$ cat src/sv/dual_color_blob_area_centroid_top_defines.svh
// Assertion macros used by the blob centroid RTL in dcbac_back.
// Stand-alone header; the macros expect signals named clock and reset in scope.
`ifndef DUAL_COLOR_BLOB_AREA_CENTROID_TOP_DEFINES_SVH
`define DUAL_COLOR_BLOB_AREA_CENTROID_TOP_DEFINES_SVH

// The consequent must hold in the same cycle as the antecedent.
`define DCBAC_ASSERT_IMP(name, ante, cons) \
   name: assert property (@(posedge clock) disable iff (reset) (ante) |-> (cons)) \
      else $error("dcbac assertion failed");

// The consequent must hold in the cycle after the antecedent.
`define DCBAC_ASSERT_NXT(name, ante, cons) \
   name: assert property (@(posedge clock) disable iff (reset) (ante) |=> (cons)) \
      else $error("dcbac assertion failed");

`endif

$ cat src/sv/dcbac_pkg.sv
// Shared types, constants and helper functions of the blob centroid block.
// No dependencies; every module file imports this package.
package dcbac_pkg;

   localparam int ColorW     = 8;
   localparam int CoordW     = 11;
   localparam int WidthRegW  = 12;
   localparam int CountW     = 23;
   localparam int SumW       = 34;
   localparam int RangeW     = 24;
   localparam int CsrIdxW    = 3;
   localparam int QueueDepth = 4;
   localparam int QueuePtrW  = 2;
   localparam int NumQuo     = 4;
   localparam int PhaseW     = 2;
   localparam int StepW      = 4;
   localparam int ReqDataW   = 48;
   localparam int RspDataW   = 96;
   localparam int RspUserW   = 2;

   localparam logic [CountW-1:0]    CountMax        = '1;
   localparam logic [RangeW-1:0]    FirstLowReset   = 24'hE9E9E9;
   localparam logic [RangeW-1:0]    FirstHighReset  = 24'hFFFFFF;
   localparam logic [RangeW-1:0]    SecondLowReset  = 24'h0000AB;
   localparam logic [RangeW-1:0]    SecondHighReset = 24'h6EFFFF;
   localparam logic                 MirrorReset     = 1'b1;
   localparam logic [WidthRegW-1:0] WidthReset      = 12'd640;

   typedef enum logic [CsrIdxW-1:0] {
      CSR_FIRST_LOW   = 3'd0,
      CSR_FIRST_HIGH  = 3'd1,
      CSR_SECOND_LOW  = 3'd2,
      CSR_SECOND_HIGH = 3'd3,
      CSR_MIRROR      = 3'd4,
      CSR_WIDTH       = 3'd5
   } csr_idx_type;

   typedef struct packed {
      logic              hit_first;
      logic              hit_second;
      logic [CoordW-1:0] x;
      logic [CoordW-1:0] y;
      logic              last;
   } pix_type;

   typedef struct packed {
      logic              start;
      logic [SumW-1:0]   dividend;
      logic [CountW-1:0] divisor;
   } div_req_type;

   typedef struct packed {
      logic              done;
      logic [CoordW-1:0] quotient;
   } div_rsp_type;

   function automatic logic chan_in(input logic [ColorW-1:0] v,
                                    input logic [ColorW-1:0] lo,
                                    input logic [ColorW-1:0] hi);
      return (v >= lo) && (v <= hi);
   endfunction

   function automatic logic in_range(input logic [ColorW-1:0] r,
                                     input logic [ColorW-1:0] g,
                                     input logic [ColorW-1:0] b,
                                     input logic [RangeW-1:0] lo,
                                     input logic [RangeW-1:0] hi);
      return chan_in(r, lo[23:16], hi[23:16]) && chan_in(g, lo[15:8], hi[15:8]) &&
             chan_in(b, lo[7:0], hi[7:0]);
   endfunction

endpackage

$ cat src/sv/dcbac_front.sv
// Front end: configuration registers, pixel range tests and column mirroring.
// Depends on dcbac_pkg; feeds classified pixels into dcbac_queue.
module dcbac_front import dcbac_pkg::*; (
   input  logic                clock,
   input  logic                reset,
   input  logic                req_tvalid,
   output logic                req_tready,
   // red, green, blue, column, row from bit 0 up, zero padded
   input  logic [ReqDataW-1:0] req_tdata,
   input  logic                req_tlast,
   input  logic                csr_valid,
   output logic                csr_ready,
   input  logic [CsrIdxW-1:0]  csr_index,
   input  logic [RangeW-1:0]   csr_data,
   output logic                push_valid,
   output pix_type             push_data,
   input  logic                push_ready
);

   logic [RangeW-1:0]    first_low_ff, first_low_in;
   logic [RangeW-1:0]    first_high_ff, first_high_in;
   logic [RangeW-1:0]    second_low_ff, second_low_in;
   logic [RangeW-1:0]    second_high_ff, second_high_in;
   logic                 mirror_ff, mirror_in;
   logic [WidthRegW-1:0] width_ff, width_in;

   logic [ColorW-1:0]    red, green, blue;
   logic [CoordW-1:0]    column, row;
   logic [WidthRegW-1:0] mirrored;

   assign csr_ready = 1'b1;

   always_comb begin
      first_low_in   = first_low_ff;
      first_high_in  = first_high_ff;
      second_low_in  = second_low_ff;
      second_high_in = second_high_ff;
      mirror_in      = mirror_ff;
      width_in       = width_ff;
      if (csr_valid) begin
         case (csr_idx_type'(csr_index))
            CSR_FIRST_LOW:   first_low_in   = csr_data;
            CSR_FIRST_HIGH:  first_high_in  = csr_data;
            CSR_SECOND_LOW:  second_low_in  = csr_data;
            CSR_SECOND_HIGH: second_high_in = csr_data;
            CSR_MIRROR:      mirror_in      = csr_data[0];
            CSR_WIDTH:       width_in       = csr_data[WidthRegW-1:0];
            default: ;
         endcase
      end
   end

   always_ff @(posedge clock) begin
      if (reset) begin
         first_low_ff   <= FirstLowReset;
         first_high_ff  <= FirstHighReset;
         second_low_ff  <= SecondLowReset;
         second_high_ff <= SecondHighReset;
         mirror_ff      <= MirrorReset;
         width_ff       <= WidthReset;
      end else begin
         first_low_ff   <= first_low_in;
         first_high_ff  <= first_high_in;
         second_low_ff  <= second_low_in;
         second_high_ff <= second_high_in;
         mirror_ff      <= mirror_in;
         width_ff       <= width_in;
      end
   end

   assign red    = req_tdata[7:0];
   assign green  = req_tdata[15:8];
   assign blue   = req_tdata[23:16];
   assign column = req_tdata[34:24];
   assign row    = req_tdata[45:35];

   // The mirrored column wraps at twelve bits and keeps its low eleven.
   assign mirrored = width_ff - WidthRegW'(1) - WidthRegW'(column);

   always_comb begin
      push_data.hit_first  = in_range(red, green, blue, first_low_ff, first_high_ff);
      push_data.hit_second = in_range(red, green, blue, second_low_ff, second_high_ff);
      push_data.x          = mirror_ff ? mirrored[CoordW-1:0] : column;
      push_data.y          = row;
      push_data.last       = req_tlast;
   end

   assign push_valid = req_tvalid;
   assign req_tready = push_ready;

endmodule

$ cat src/sv/dcbac_queue.sv
// Short first-in first-out queue of classified pixels between front and back.
// Depends on dcbac_pkg for the entry type and depth.
module dcbac_queue import dcbac_pkg::*; (
   input  logic    clock,
   input  logic    reset,
   input  logic    in_valid,
   output logic    in_ready,
   input  pix_type in_data,
   output logic    out_valid,
   input  logic    out_ready,
   output pix_type out_data
);

   pix_type              slot_ff [QueueDepth];
   logic [QueuePtrW-1:0] wr_ptr_ff, wr_ptr_in;
   logic [QueuePtrW-1:0] rd_ptr_ff, rd_ptr_in;
   logic [QueuePtrW:0]   fill_ff, fill_in;
   logic                 push, pop;

   assign in_ready  = fill_ff != (QueuePtrW+1)'(QueueDepth);
   assign out_valid = fill_ff != '0;
   assign out_data  = slot_ff[rd_ptr_ff];
   assign push      = in_valid && in_ready;
   assign pop       = out_valid && out_ready;

   always_comb begin
      wr_ptr_in = push ? wr_ptr_ff + QueuePtrW'(1) : wr_ptr_ff;
      rd_ptr_in = pop ? rd_ptr_ff + QueuePtrW'(1) : rd_ptr_ff;
      fill_in   = fill_ff;
      if (push && !pop) begin
         fill_in = fill_ff + (QueuePtrW+1)'(1);
      end else if (pop && !push) begin
         fill_in = fill_ff - (QueuePtrW+1)'(1);
      end
   end

   always_ff @(posedge clock) begin
      if (reset) begin
         wr_ptr_ff <= '0;
         rd_ptr_ff <= '0;
         fill_ff   <= '0;
      end else begin
         wr_ptr_ff <= wr_ptr_in;
         rd_ptr_ff <= rd_ptr_in;
         fill_ff   <= fill_in;
      end
   end

   always_ff @(posedge clock) begin
      if (push) begin
         slot_ff[wr_ptr_ff] <= in_data;
      end
   end

endmodule

$ cat src/sv/dcbac_div.sv
// Restoring divider producing an eleven-bit quotient, one bit per cycle.
// Depends on dcbac_pkg; shared by the four centroid divisions in dcbac_back.
module dcbac_div import dcbac_pkg::*; (
   input  logic        clock,
   input  logic        reset,
   input  div_req_type div_req,
   output div_rsp_type div_rsp
);

   logic [SumW-1:0]   rem_ff, rem_in;
   logic [SumW-1:0]   dvs_ff, dvs_in;
   logic [CoordW-1:0] quo_ff, quo_in;
   logic [StepW-1:0]  step_ff, step_in;
   logic              run_ff, run_in;
   logic              done_ff, done_in;
   logic              ge;

   assign ge = rem_ff >= dvs_ff;

   always_comb begin
      rem_in  = rem_ff;
      dvs_in  = dvs_ff;
      quo_in  = quo_ff;
      step_in = step_ff;
      run_in  = run_ff;
      done_in = 1'b0;
      if (div_req.start) begin
         rem_in  = div_req.dividend;
         dvs_in  = SumW'({div_req.divisor, (CoordW-1)'(0)});
         quo_in  = '0;
         step_in = StepW'(CoordW - 1);
         run_in  = 1'b1;
      end else if (run_ff) begin
         if (ge) begin
            rem_in = rem_ff - dvs_ff;
         end
         quo_in = {quo_ff[CoordW-2:0], ge};
         dvs_in = dvs_ff >> 1;
         if (step_ff == '0) begin
            run_in  = 1'b0;
            done_in = 1'b1;
         end else begin
            step_in = step_ff - StepW'(1);
         end
      end
   end

   always_ff @(posedge clock) begin
      if (reset) begin
         run_ff  <= 1'b0;
         done_ff <= 1'b0;
      end else begin
         run_ff  <= run_in;
         done_ff <= done_in;
      end
      rem_ff  <= rem_in;
      dvs_ff  <= dvs_in;
      quo_ff  <= quo_in;
      step_ff <= step_in;
   end

   assign div_rsp.done     = done_ff;
   assign div_rsp.quotient = quo_ff;

endmodule

$ cat src/sv/dcbac_back.sv
// Back end: per-mask moment accumulators, frame-end snapshot, division sequencer
// and result register. Depends on dcbac_pkg and the assertion macros; drives dcbac_div through its ports.
`include "dual_color_blob_area_centroid_top_defines.svh"

module dcbac_back import dcbac_pkg::*; (
   input  logic                clock,
   input  logic                reset,
   input  logic                pop_valid,
   output logic                pop_ready,
   input  pix_type             pop_data,
   output div_req_type         div_req,
   input  div_rsp_type         div_rsp,
   output logic                rsp_tvalid,
   input  logic                rsp_tready,
   // area_first, area_second, centre_first_x, centre_first_y,
   // centre_second_x, centre_second_y from bit 0 up, zero padded
   output logic [RspDataW-1:0] rsp_tdata,
   // first_found, second_found from bit 0 up
   output logic [RspUserW-1:0] rsp_tuser
);

   typedef enum logic [1:0] {D_IDLE, D_START, D_WAIT, D_HOLD} dstate_type;

   logic [CountW-1:0] cnt_ff [2];
   logic [CountW-1:0] cnt_in [2];
   logic [CountW-1:0] cnt_new [2];
   logic [SumW-1:0]   sx_ff [2];
   logic [SumW-1:0]   sx_in [2];
   logic [SumW-1:0]   sx_new [2];
   logic [SumW-1:0]   sy_ff [2];
   logic [SumW-1:0]   sy_in [2];
   logic [SumW-1:0]   sy_new [2];
   logic              hit [2];

   logic [CountW-1:0] cnt_snap_ff [2];
   logic [CountW-1:0] cnt_snap_in [2];
   logic [SumW-1:0]   sum_snap_ff [NumQuo];
   logic [SumW-1:0]   sum_snap_in [NumQuo];
   logic [CoordW-1:0] quo_ff [NumQuo];
   logic [CoordW-1:0] quo_in [NumQuo];

   dstate_type          state_ff, state_in;
   logic [PhaseW-1:0]   phase_ff, phase_in;
   logic                rsp_valid_ff, rsp_valid_in;
   logic [RspDataW-1:0] rsp_data_ff, rsp_data_in;
   logic [RspUserW-1:0] rsp_user_ff, rsp_user_in;

   logic              take;
   logic              take_last;
   logic              found_first, found_second;
   logic [CoordW-1:0] cfx, cfy, csx, csy;

   assign pop_ready = !pop_data.last || (state_ff == D_IDLE);
   assign take      = pop_valid && pop_ready;
   assign take_last = take && pop_data.last;
   assign hit[0]    = pop_data.hit_first;
   assign hit[1]    = pop_data.hit_second;

   always_comb begin
      for (int m = 0; m < 2; m++) begin
         cnt_new[m] = cnt_ff[m];
         sx_new[m]  = sx_ff[m];
         sy_new[m]  = sy_ff[m];
         if (hit[m] && (cnt_ff[m] != CountMax)) begin
            cnt_new[m] = cnt_ff[m] + CountW'(1);
            sx_new[m]  = sx_ff[m] + SumW'(pop_data.x);
            sy_new[m]  = sy_ff[m] + SumW'(pop_data.y);
         end
         cnt_in[m]      = cnt_ff[m];
         sx_in[m]       = sx_ff[m];
         sy_in[m]       = sy_ff[m];
         cnt_snap_in[m] = cnt_snap_ff[m];
         if (take_last) begin
            cnt_in[m]      = '0;
            sx_in[m]       = '0;
            sy_in[m]       = '0;
            cnt_snap_in[m] = cnt_new[m];
         end else if (take) begin
            cnt_in[m] = cnt_new[m];
            sx_in[m]  = sx_new[m];
            sy_in[m]  = sy_new[m];
         end
      end
      for (int p = 0; p < NumQuo; p++) begin
         sum_snap_in[p] = sum_snap_ff[p];
      end
      if (take_last) begin
         sum_snap_in[0] = sx_new[0];
         sum_snap_in[1] = sy_new[0];
         sum_snap_in[2] = sx_new[1];
         sum_snap_in[3] = sy_new[1];
      end
   end

   always_ff @(posedge clock) begin
      if (reset) begin
         for (int m = 0; m < 2; m++) begin
            cnt_ff[m] <= '0;
            sx_ff[m]  <= '0;
            sy_ff[m]  <= '0;
         end
      end else begin
         for (int m = 0; m < 2; m++) begin
            cnt_ff[m] <= cnt_in[m];
            sx_ff[m]  <= sx_in[m];
            sy_ff[m]  <= sy_in[m];
         end
      end
      for (int m = 0; m < 2; m++) begin
         cnt_snap_ff[m] <= cnt_snap_in[m];
      end
      for (int p = 0; p < NumQuo; p++) begin
         sum_snap_ff[p] <= sum_snap_in[p];
      end
   end

   assign div_req.start    = state_ff == D_START;
   assign div_req.dividend = sum_snap_ff[phase_ff];
   assign div_req.divisor  = cnt_snap_ff[phase_ff[PhaseW-1]];

   assign found_first  = cnt_snap_ff[0] != '0;
   assign found_second = cnt_snap_ff[1] != '0;
   assign cfx = found_first ? quo_ff[0] : '0;
   assign cfy = found_first ? quo_ff[1] : '0;
   assign csx = found_second ? quo_ff[2] : '0;
   assign csy = found_second ? quo_ff[3] : '0;

   always_comb begin
      state_in     = state_ff;
      phase_in     = phase_ff;
      rsp_valid_in = rsp_valid_ff && !rsp_tready;
      rsp_data_in  = rsp_data_ff;
      rsp_user_in  = rsp_user_ff;
      for (int p = 0; p < NumQuo; p++) begin
         quo_in[p] = quo_ff[p];
      end
      case (state_ff)
         D_IDLE: begin
            if (take_last) begin
               phase_in = '0;
               state_in = D_START;
            end
         end
         D_START: begin
            state_in = D_WAIT;
         end
         D_WAIT: begin
            if (div_rsp.done) begin
               quo_in[phase_ff] = div_rsp.quotient;
               if (phase_ff == PhaseW'(NumQuo - 1)) begin
                  state_in = D_HOLD;
               end else begin
                  phase_in = phase_ff + PhaseW'(1);
                  state_in = D_START;
               end
            end
         end
         D_HOLD: begin
            if (!rsp_valid_ff || rsp_tready) begin
               rsp_valid_in = 1'b1;
               rsp_data_in  = RspDataW'({csy, csx, cfy, cfx, cnt_snap_ff[1], cnt_snap_ff[0]});
               rsp_user_in  = {found_second, found_first};
               state_in     = D_IDLE;
            end
         end
         default: state_in = D_IDLE;
      endcase
   end

   always_ff @(posedge clock) begin
      if (reset) begin
         state_ff     <= D_IDLE;
         phase_ff     <= '0;
         rsp_valid_ff <= 1'b0;
      end else begin
         state_ff     <= state_in;
         phase_ff     <= phase_in;
         rsp_valid_ff <= rsp_valid_in;
      end
      rsp_data_ff <= rsp_data_in;
      rsp_user_ff <= rsp_user_in;
      for (int p = 0; p < NumQuo; p++) begin
         quo_ff[p] <= quo_in[p];
      end
   end

   assign rsp_tvalid = rsp_valid_ff;
   assign rsp_tdata  = rsp_data_ff;
   assign rsp_tuser  = rsp_user_ff;

   `DCBAC_ASSERT_IMP(a_last_only_when_idle, take_last, state_ff == D_IDLE)
   `DCBAC_ASSERT_IMP(a_done_while_waiting, div_rsp.done, state_ff == D_WAIT)
   `DCBAC_ASSERT_IMP(a_found_matches_area, rsp_valid_ff, (rsp_data_ff[22:0] != '0) == rsp_user_ff[0])
   `DCBAC_ASSERT_IMP(a_empty_mask_zero_centre, rsp_valid_ff && !rsp_user_ff[1], rsp_data_ff[89:68] == '0)

endmodule

$ cat src/sv/dual_color_blob_area_centroid_top.sv
// Pixels enter at one per cycle while the queue has room; each is tested against both
// color ranges as it is accepted and only counted and summed afterward. A transfer
// marked tlast closes the frame: its pixel is counted, the counts and sums are copied
// aside, the accumulators clear, and one shared restoring divider forms the four
// centroids at one quotient bit per cycle, after which one result transfer carries both
// areas, both centroids and the found flags. Pixels of the next frame keep streaming
// during the division through a four-entry queue; a second frame end, and the pixels
// behind it, wait until the previous result has been moved into the result register.
module dual_color_blob_area_centroid_top import dcbac_pkg::*; (
   input  logic                clock,
   input  logic                reset,
   input  logic                req_tvalid,
   output logic                req_tready,
   // red, green, blue, column, row from bit 0 up, zero padded
   input  logic [ReqDataW-1:0] req_tdata,
   input  logic                req_tlast,
   output logic                rsp_tvalid,
   input  logic                rsp_tready,
   // area_first, area_second, centre_first_x, centre_first_y,
   // centre_second_x, centre_second_y from bit 0 up, zero padded
   output logic [RspDataW-1:0] rsp_tdata,
   // first_found, second_found from bit 0 up
   output logic [RspUserW-1:0] rsp_tuser,
   input  logic                csr_valid,
   output logic                csr_ready,
   input  logic [CsrIdxW-1:0]  csr_index,
   input  logic [RangeW-1:0]   csr_data
);

   logic        push_valid, push_ready;
   pix_type     push_data;
   logic        pop_valid, pop_ready;
   pix_type     pop_data;
   div_req_type div_req;
   div_rsp_type div_rsp;

   dcbac_front u_front (
      .clock      (clock),
      .reset      (reset),
      .req_tvalid (req_tvalid),
      .req_tready (req_tready),
      .req_tdata  (req_tdata),
      .req_tlast  (req_tlast),
      .csr_valid  (csr_valid),
      .csr_ready  (csr_ready),
      .csr_index  (csr_index),
      .csr_data   (csr_data),
      .push_valid (push_valid),
      .push_data  (push_data),
      .push_ready (push_ready)
   );

   dcbac_queue u_queue (
      .clock     (clock),
      .reset     (reset),
      .in_valid  (push_valid),
      .in_ready  (push_ready),
      .in_data   (push_data),
      .out_valid (pop_valid),
      .out_ready (pop_ready),
      .out_data  (pop_data)
   );

   dcbac_div u_div (
      .clock   (clock),
      .reset   (reset),
      .div_req (div_req),
      .div_rsp (div_rsp)
   );

   dcbac_back u_back (
      .clock      (clock),
      .reset      (reset),
      .pop_valid  (pop_valid),
      .pop_ready  (pop_ready),
      .pop_data   (pop_data),
      .div_req    (div_req),
      .div_rsp    (div_rsp),
      .rsp_tvalid (rsp_tvalid),
      .rsp_tready (rsp_tready),
      .rsp_tdata  (rsp_tdata),
      .rsp_tuser  (rsp_tuser)
   );

endmodule
$ cat config.mk
export PLATFORM = sky130hd
export DESIGN_NAME = dual_color_blob_area_centroid_top
export DESIGN_NICKNAME = d
export VERILOG_FILES = /design/src/sv/dcbac_pkg.sv /design/src/sv/dcbac_front.sv /design/src/sv/dcbac_queue.sv /design/src/sv/dcbac_div.sv /design/src/sv/dcbac_back.sv /design/src/sv/dual_color_blob_area_centroid_top.sv
export VERILOG_INCLUDE_DIRS = /design/src /design/src/sv
export SDC_FILE = /design/constraint.sdc
export NUM_CORES = 2
export LEC_CHECK = 0
export ABC_AREA = 1
export BUFFER_PORTS_ARGS = -buffer_cell sky130_fd_sc_hd__buf_2
export CORE_ASPECT_RATIO = 0.5
export CORE_MARGIN = 2
export CORE_UTILIZATION = 45
export DETAILED_ROUTE_END_ITERATION = 10
export GPL_ROUTABILITY_DRIVEN = 1
export GPL_TIMING_DRIVEN = 0
export PLACE_DENSITY_LB_ADDON = 0.12
export RECOVER_POWER = 100
export SETUP_SLACK_MARGIN = 0.5
export SYNTH_ARGS = -nofsm -noshare
export SYNTH_HDL_FRONTEND = slang
export SYNTH_HIERARCHICAL = 1
export SYNTH_SLANG_ARGS = --single-unit
export TNS_END_PERCENT = 5
$ cat constraint.sdc
create_clock -name clock -period 10.2 [get_ports clock]
set_input_delay 3.06 -clock clock [delete_from_list [all_inputs] [get_ports clock]]
set_output_delay 3.06 -clock clock [all_outputs]
set_load 0.01 [all_outputs]
# After elaboration in Yosys (flattened, before gate mapping)
# Memory sizes are Yosys's and may differ from the RTL's. A register that Yosys moved wholly into a read port is not among the register bits.
# Index checks and enable logic that the tools add are counted.
# totals
ram_bits	508
output_inout_bits	101
in_bits	81
mem_count	7
elab_cells	200
regBits	296
# mem_list
memory	depth	word_bits	read_ports	rd_ports_with_merged_regs	wr	line_no	rtl
u_back.sum_snap_ff	4	34	1	1	4	dcbac_back.sv:37	logic [SumW-1:0] sum_snap_ff [NumQuo];
u_queue.slot_ff	4	25	1	1	1	dcbac_queue.sv:14	pix_type slot_ff [QueueDepth];
u_back.sx_ff	2	34	2	0	2	dcbac_back.sv:27	logic [SumW-1:0] sx_ff [2];
u_back.sy_ff	2	34	2	0	2	dcbac_back.sv:30	logic [SumW-1:0] sy_ff [2];
u_back.cnt_ff	2	23	2	0	2	dcbac_back.sv:24	logic [CountW-1:0] cnt_ff [2];
u_back.cnt_snap_ff	2	23	3	1	2	dcbac_back.sv:35	logic [CountW-1:0] cnt_snap_ff [2];
1 more memories	-	-	-	-	-	-	
# op_classes
bitwise	9
n_lt_le_gt_ge	15
eq_ne	17
reduce_logical	48
n_addsub	15
mux	66
# ops
op	n
34-bit two-way mux	19
23-bit two-way mux	10
34-bit by 11-bit adder with 34-bit output	4
136-bit two-way mux	1
44-bit two-way mux	2
33-bit two-way mux	2
8-bit greater-or-equal comparator	6
8-bit <= comparator	6
23-bit by 1-bit adder with 23-bit output (second input constant)	2
23-bit != test (second input constant)	2
23-bit nonzero test	2
44-bit bitwise mux	1
34-bit by 33-bit greater-or-equal comparator with 1-bit output	1
34-bit by 33-bit subtractor with 34-bit output	1
11-bit demux with 2-bit select	1
11-bit two-way mux	2
2-bit two-way mux	11
1-bit logical AND	19
2-bit AND reduction	9
1-bit two-way mux	13
11-bit by 1-bit subtractor with 11-bit output (second input constant)	1
11-bit subtractor	1
2-bit case mux with 4 select lines	1
2-bit nonzero test	4
29 further kinds	49

# Depth between registers and ports, before layout
# depth
ltp_word	8
mapped_depth	20
mapped_depth_nobuf	18

# Modules after synthesis
# The synthesis kept the hierarchy.
# modules_own_cells
module	seq_area_each_um2	area_each_um2	instances	cells_each
dcbac_back	13332.8	26805.7	1	3470
dcbac_front	2162.1	6890.4	1	964
dcbac_div	2252.2	5634.2	1	797
dcbac_queue	3183.1	4209.0	1	310

# Worst setup path after synthesis
# OpenSTA, ideal clock, no wires.
# synth_timing
path_kind	input port to flip-flop
startpoint	in rsp_tready
endpoint	reg u_back.rsp_data_ff[0] (netlist: u_back/rsp_tdata[0]) (read register of u_back.cnt_snap_ff) (enable)
arrival_ns	7.521
cell_stages	2
t_required_ns	9.627
setup_ns	0.573
n_path_buf	0
setup_slack_ns	2.106
cell_sequence	inv_1 > a21oi_1
# synth_via
elab_chain_len	2
# synth_rtl
item	line_no	rtl
start: declaration	dual_color_blob_area_centroid_top.sv:18	input logic rsp_tready,
1-bit logical OR	dcbac_back.sv:159	if (!rsp_valid_ff || rsp_tready) begin
2-bit AND reduction (no line)	-	
end: declaration	dcbac_back.sv:45	logic [RspDataW-1:0] rsp_data_ff, rsp_data_in;
# No other way between the ends.
# A chain may end at the register's enable or synchronous reset.

==> impl_metrics.yaml <==
cts:
  clock_latency_ps: 710
  cts_buffers: 77
  cts_hold_buffers: 0
  postCtsSetupBuffers: 0
  root_buffer: "clkbuf_16"
  htree_levels: 3
  cts_tree: "yes"
  cts_resized: 0
  clk_pin_slew_worst_paths_ps: 70
  clockBufferDepth: 3
  cts.sinks: 808
grt:
  grt_max_degree: 114
  grt_use_total_pct: 28.9
  grt_pass1_vias: 35100
  antenna_found_initial: 5
  grt-ovfl-total: 0
  grt_pass1_wl_um: 216000
yosys:
  yosys_warnings: 6
  synthArstFlopShare_pct: 0
  netlist_instances: 5541
  yosys.area.top_type_share_pct: 32.8
  synth_edf_count: 475
  synth_seq_cells: 808
  synth_top_cell_by_area: "edfxtp_1"
  netlist_top_cells_area: "edfxtp_1, dfxtp_1, nand2_1, inv_1, ha_1"
  netlist_area_sq_mm: 0.0435
  seq_area_frac_synth_pct: 48.1
  ys_types: 50
  synth_flop_cell: "edfxtp_1"
  synth.avg_cell_area_sq_um: 7.86
min_path:
  min_from: "u_back/cnt_snap_ff[0][8]$_DFFE_PP_"
  hold_class: "reg -> reg"
  hold_depth: 0
  holdPathEnd: "u_back/rsp_tdata[8]$_DFFE_PP_"
timing:
  skew_ps: 48.8
  finalHoldViolations: 0
  fin_crit_ps: 7480
  whs_ps: 457
  layout_worst_path_cycle_share_pct: 73.3
  fmax_ghz: 0.134
  rsz0062_at_grt: "no"
  tightest_slew_ps: 2520
  maxSlewHeadroom_pct: -68.4
  setup_tns_ps: 0
  setup_viol: 0
  slew_viol_final: 245
  worst_slack_ps: 2720
setup_path:
  worstSetupPathType: "reg -> reg"
  r2r-end: "u_back/cnt_ff[0][14]$_SDFFE_PP0P_"
  cp_data_arrival_time_ps: 8080
  path_delay_family: "buffers and inverters"
  ff2ff_path_depth: 15
  worstPathCellList: "clkbuf_1 -> clkinvlp_2 -> clkbuf_1 -> o21ai_0 -> o22ai_1 -> o21ai_0 -> nand2_1 -> inv_1 -> nand2_1 -> nand2_1 -> clkbuf_1 -> clkbuf_1 -> nor2_1 -> o21ai_0 -> inv_1"
  worst_path_most_repeated_cell: "clkbuf_1"
  startpoint_type: "flop"
  critPathSlowestCell: "nand2_1"
  cp.required_ps: 10800
  max_stage_delay_ps: 1110
  r2r_setup_slack_ps: 2720
  path_buf_inv: 7
  end_kind: "flop"
  worstPathMaxFanout: 10
floorplanning:
  fp.dieW_um: 444
  num_rows: 80
  core_sq_mm: 0.0956
  io_pins: 182
  die_h_um: 224
  die_area_sq_mm: 0.0994
  start_util_pct: 45.5
routing:
  initialDrtViolationCount: 3957
  ant_nets: 0
  viasPerCell: 5.36
  drc: 0
  routedWlPerCell_um: 20.5
  drt-pass1-iter-count: 6
  finalWirelength_um: 146000
  vias: 38200
finish:
  synthToLayoutAreaGrowth_pct: 10.9
  finalNonFillerCells: 7125
  drive_above_1_share_pct: 4.78
  nFillCells: 9287
  utilization_pct: 50.5
  nets: 6071
  final_cell_area_sq_mm: 0.0483
power_and_ir_drop:
  power_density_mw_per_mm2: 336
  cellLeakagePower_nw: 21.9
  ir_drop_uv: 265
  report.power.total_mw: 16.2
placement:
  placed_area_sq_mm: 0.0461
  numPortBuffers: 159
  dp.cells: 6980
  dpl.hpwl_um: 113000
  place_congestion: 0.984
  place_ws_ps: 4630
status:
  violations: "capacitance limit, slew limit"
  status: "finished, violations left"
run:
  cap_violations: 10
-- where the power goes --
group / internal [mW] / leakage (nW) / total (mW) / switching (mW)
Combinational: 2.01 / 13.5 / 7.73 / 5.73
Sequential: 4.86 / 7.16 / 5.51 / 0.653
Clock: 1.64 / 1.23 / 2.99 / 1.36
-- flip-flops by register name, summed over array words and instances (netlist names), 2 cells and up, named ones only --
register and flops:
u_back/state_ff 2, u_front/first_low_ff 24, u_div/step_ff 4, u_queue/rd_ptr_ff 2
u_queue/wr_ptr_ff 2, u_front/second_low_ff 24, u_queue/slot_ff 100, u_back/sum_snap_ff 136
u_div/quo_ff 11, u_back/sy_ff 68, u_queue/fill_ff 3, u_back/phase_ff 2
u_back/cnt_ff 46, u_front/second_high_ff 24, u_back/cnt_snap_ff 46, u_front/width_ff 11
u_div/dvs_ff 33, u_back/sx_ff 68, u_div/rem_ff 34, u_back/rsp_tuser 2
u_back/rsp_tdata 90, u_front/first_high_ff 24, u_back/quo_ff 44
-- how the worst max path moves through the flow --
stage               start                                 to  slack (ps)  depth (start not counted)
2_1_floorplan  rsp_tready      u_back/rsp_tdata[0]$_DFFE_PP_        2110                          2
6_report             flop  u_back/cnt_ff[0][14]$_SDFFE_PP0P_        2720                         15
3_5_place_dp         flop  u_back/cnt_ff[0][43]$_SDFFE_PP0P_        4630                         15
3_3_place_gp   rsp_tready      u_back/rsp_tdata[5]$_DFFE_PP_         470                          3
5_1_grt              flop   u_back/sx_ff[0][41]$_SDFFE_PP0P_        2660                         15
4_1_cts              flop   u_back/sx_ff[0][43]$_SDFFE_PP0P_        4610                         15
-- cell usage in the layout (no fill, tap or decap), types with 195 or more instances in the layout --
cell type	Yosys	final
o21ai_0	338	437
a21oi_1	302	302
nand2_1	1439	1442
clkbuf_1	89	277
edfxtp_1	475	475
dfxtp_1	333	333
inv_1	852	853
nor2_1	508	509
nand3_1	328	328
ha_1	195	195
-- per-layer routing --
metal / vias to the layer above / global-route usage, % / wire length (um) / share of wire (%)
met2: 1397 / 46.0 / 65300 / 45
li1: 18500 / - / - / -
met3: 212 / 4.15 / 11200 / 7.7
met5: - / 0 / 27 / 0.018
met4: 4 / 8.96 / 4450 / 3.0
met1: 18000 / 40.8 / 65300 / 45
-- Yosys cell counts, types with 7 or more instances --
library cell  instances
nand3_1             328
xor2_1               46
o21ai_1             116
xnor2_1              26
o21ai_0             338
buf_6                13
inv_2                 8
nor2_2                8
o22ai_1              79
edfxtp_1            475
nand2_1            1439
and2_1                7
buf_2                67
nand4_1              80
a21oi_1             302
or2_2                15
dfxtp_1             333
nand2_2              12
inv_1               852
nor4_1               12
fa_1                  7
ha_1                195
o211ai_1             40
buf_4                30
clkbuf_1             89
nor2_1              508
nor3_1               47
nand3b_1             12
-- cell families (layout without fill, tap and decap cells) --
kind of cell / after synthesis / after routing / synth area share (%)
compound gates: 896 / 896 / 10.9
other cells: 2 / 8 / 0.0172
buf+inv: 1069 / 1376 / 9.90
flops: 808 / 808 / 48.1
simple gates: 2491 / 2491 / 23.7
xor+xnor: 73 / 73 / 1.49
fa+ha+maj: 202 / 202 / 5.93
-- layout make-up --
class | instances | area (sq um) | area share, %
sequential | 808 | 20900 | 43.4
multi-input combinational | 3669 | 18300 | 37.9
inverter | 864 | 3250 | 6.74
clock buffer | 109 | 2130 | 4.41
tap | 1271 | 1590 | 3.29
buffer | 205 | 907 | 1.88
timing repair buffer | 163 | 714 | 1.48
clock inverter | 35 | 452 | 0.936
antenna | 1 | 2.50 | 0.00518
Power figures use the tool's default switching activity.
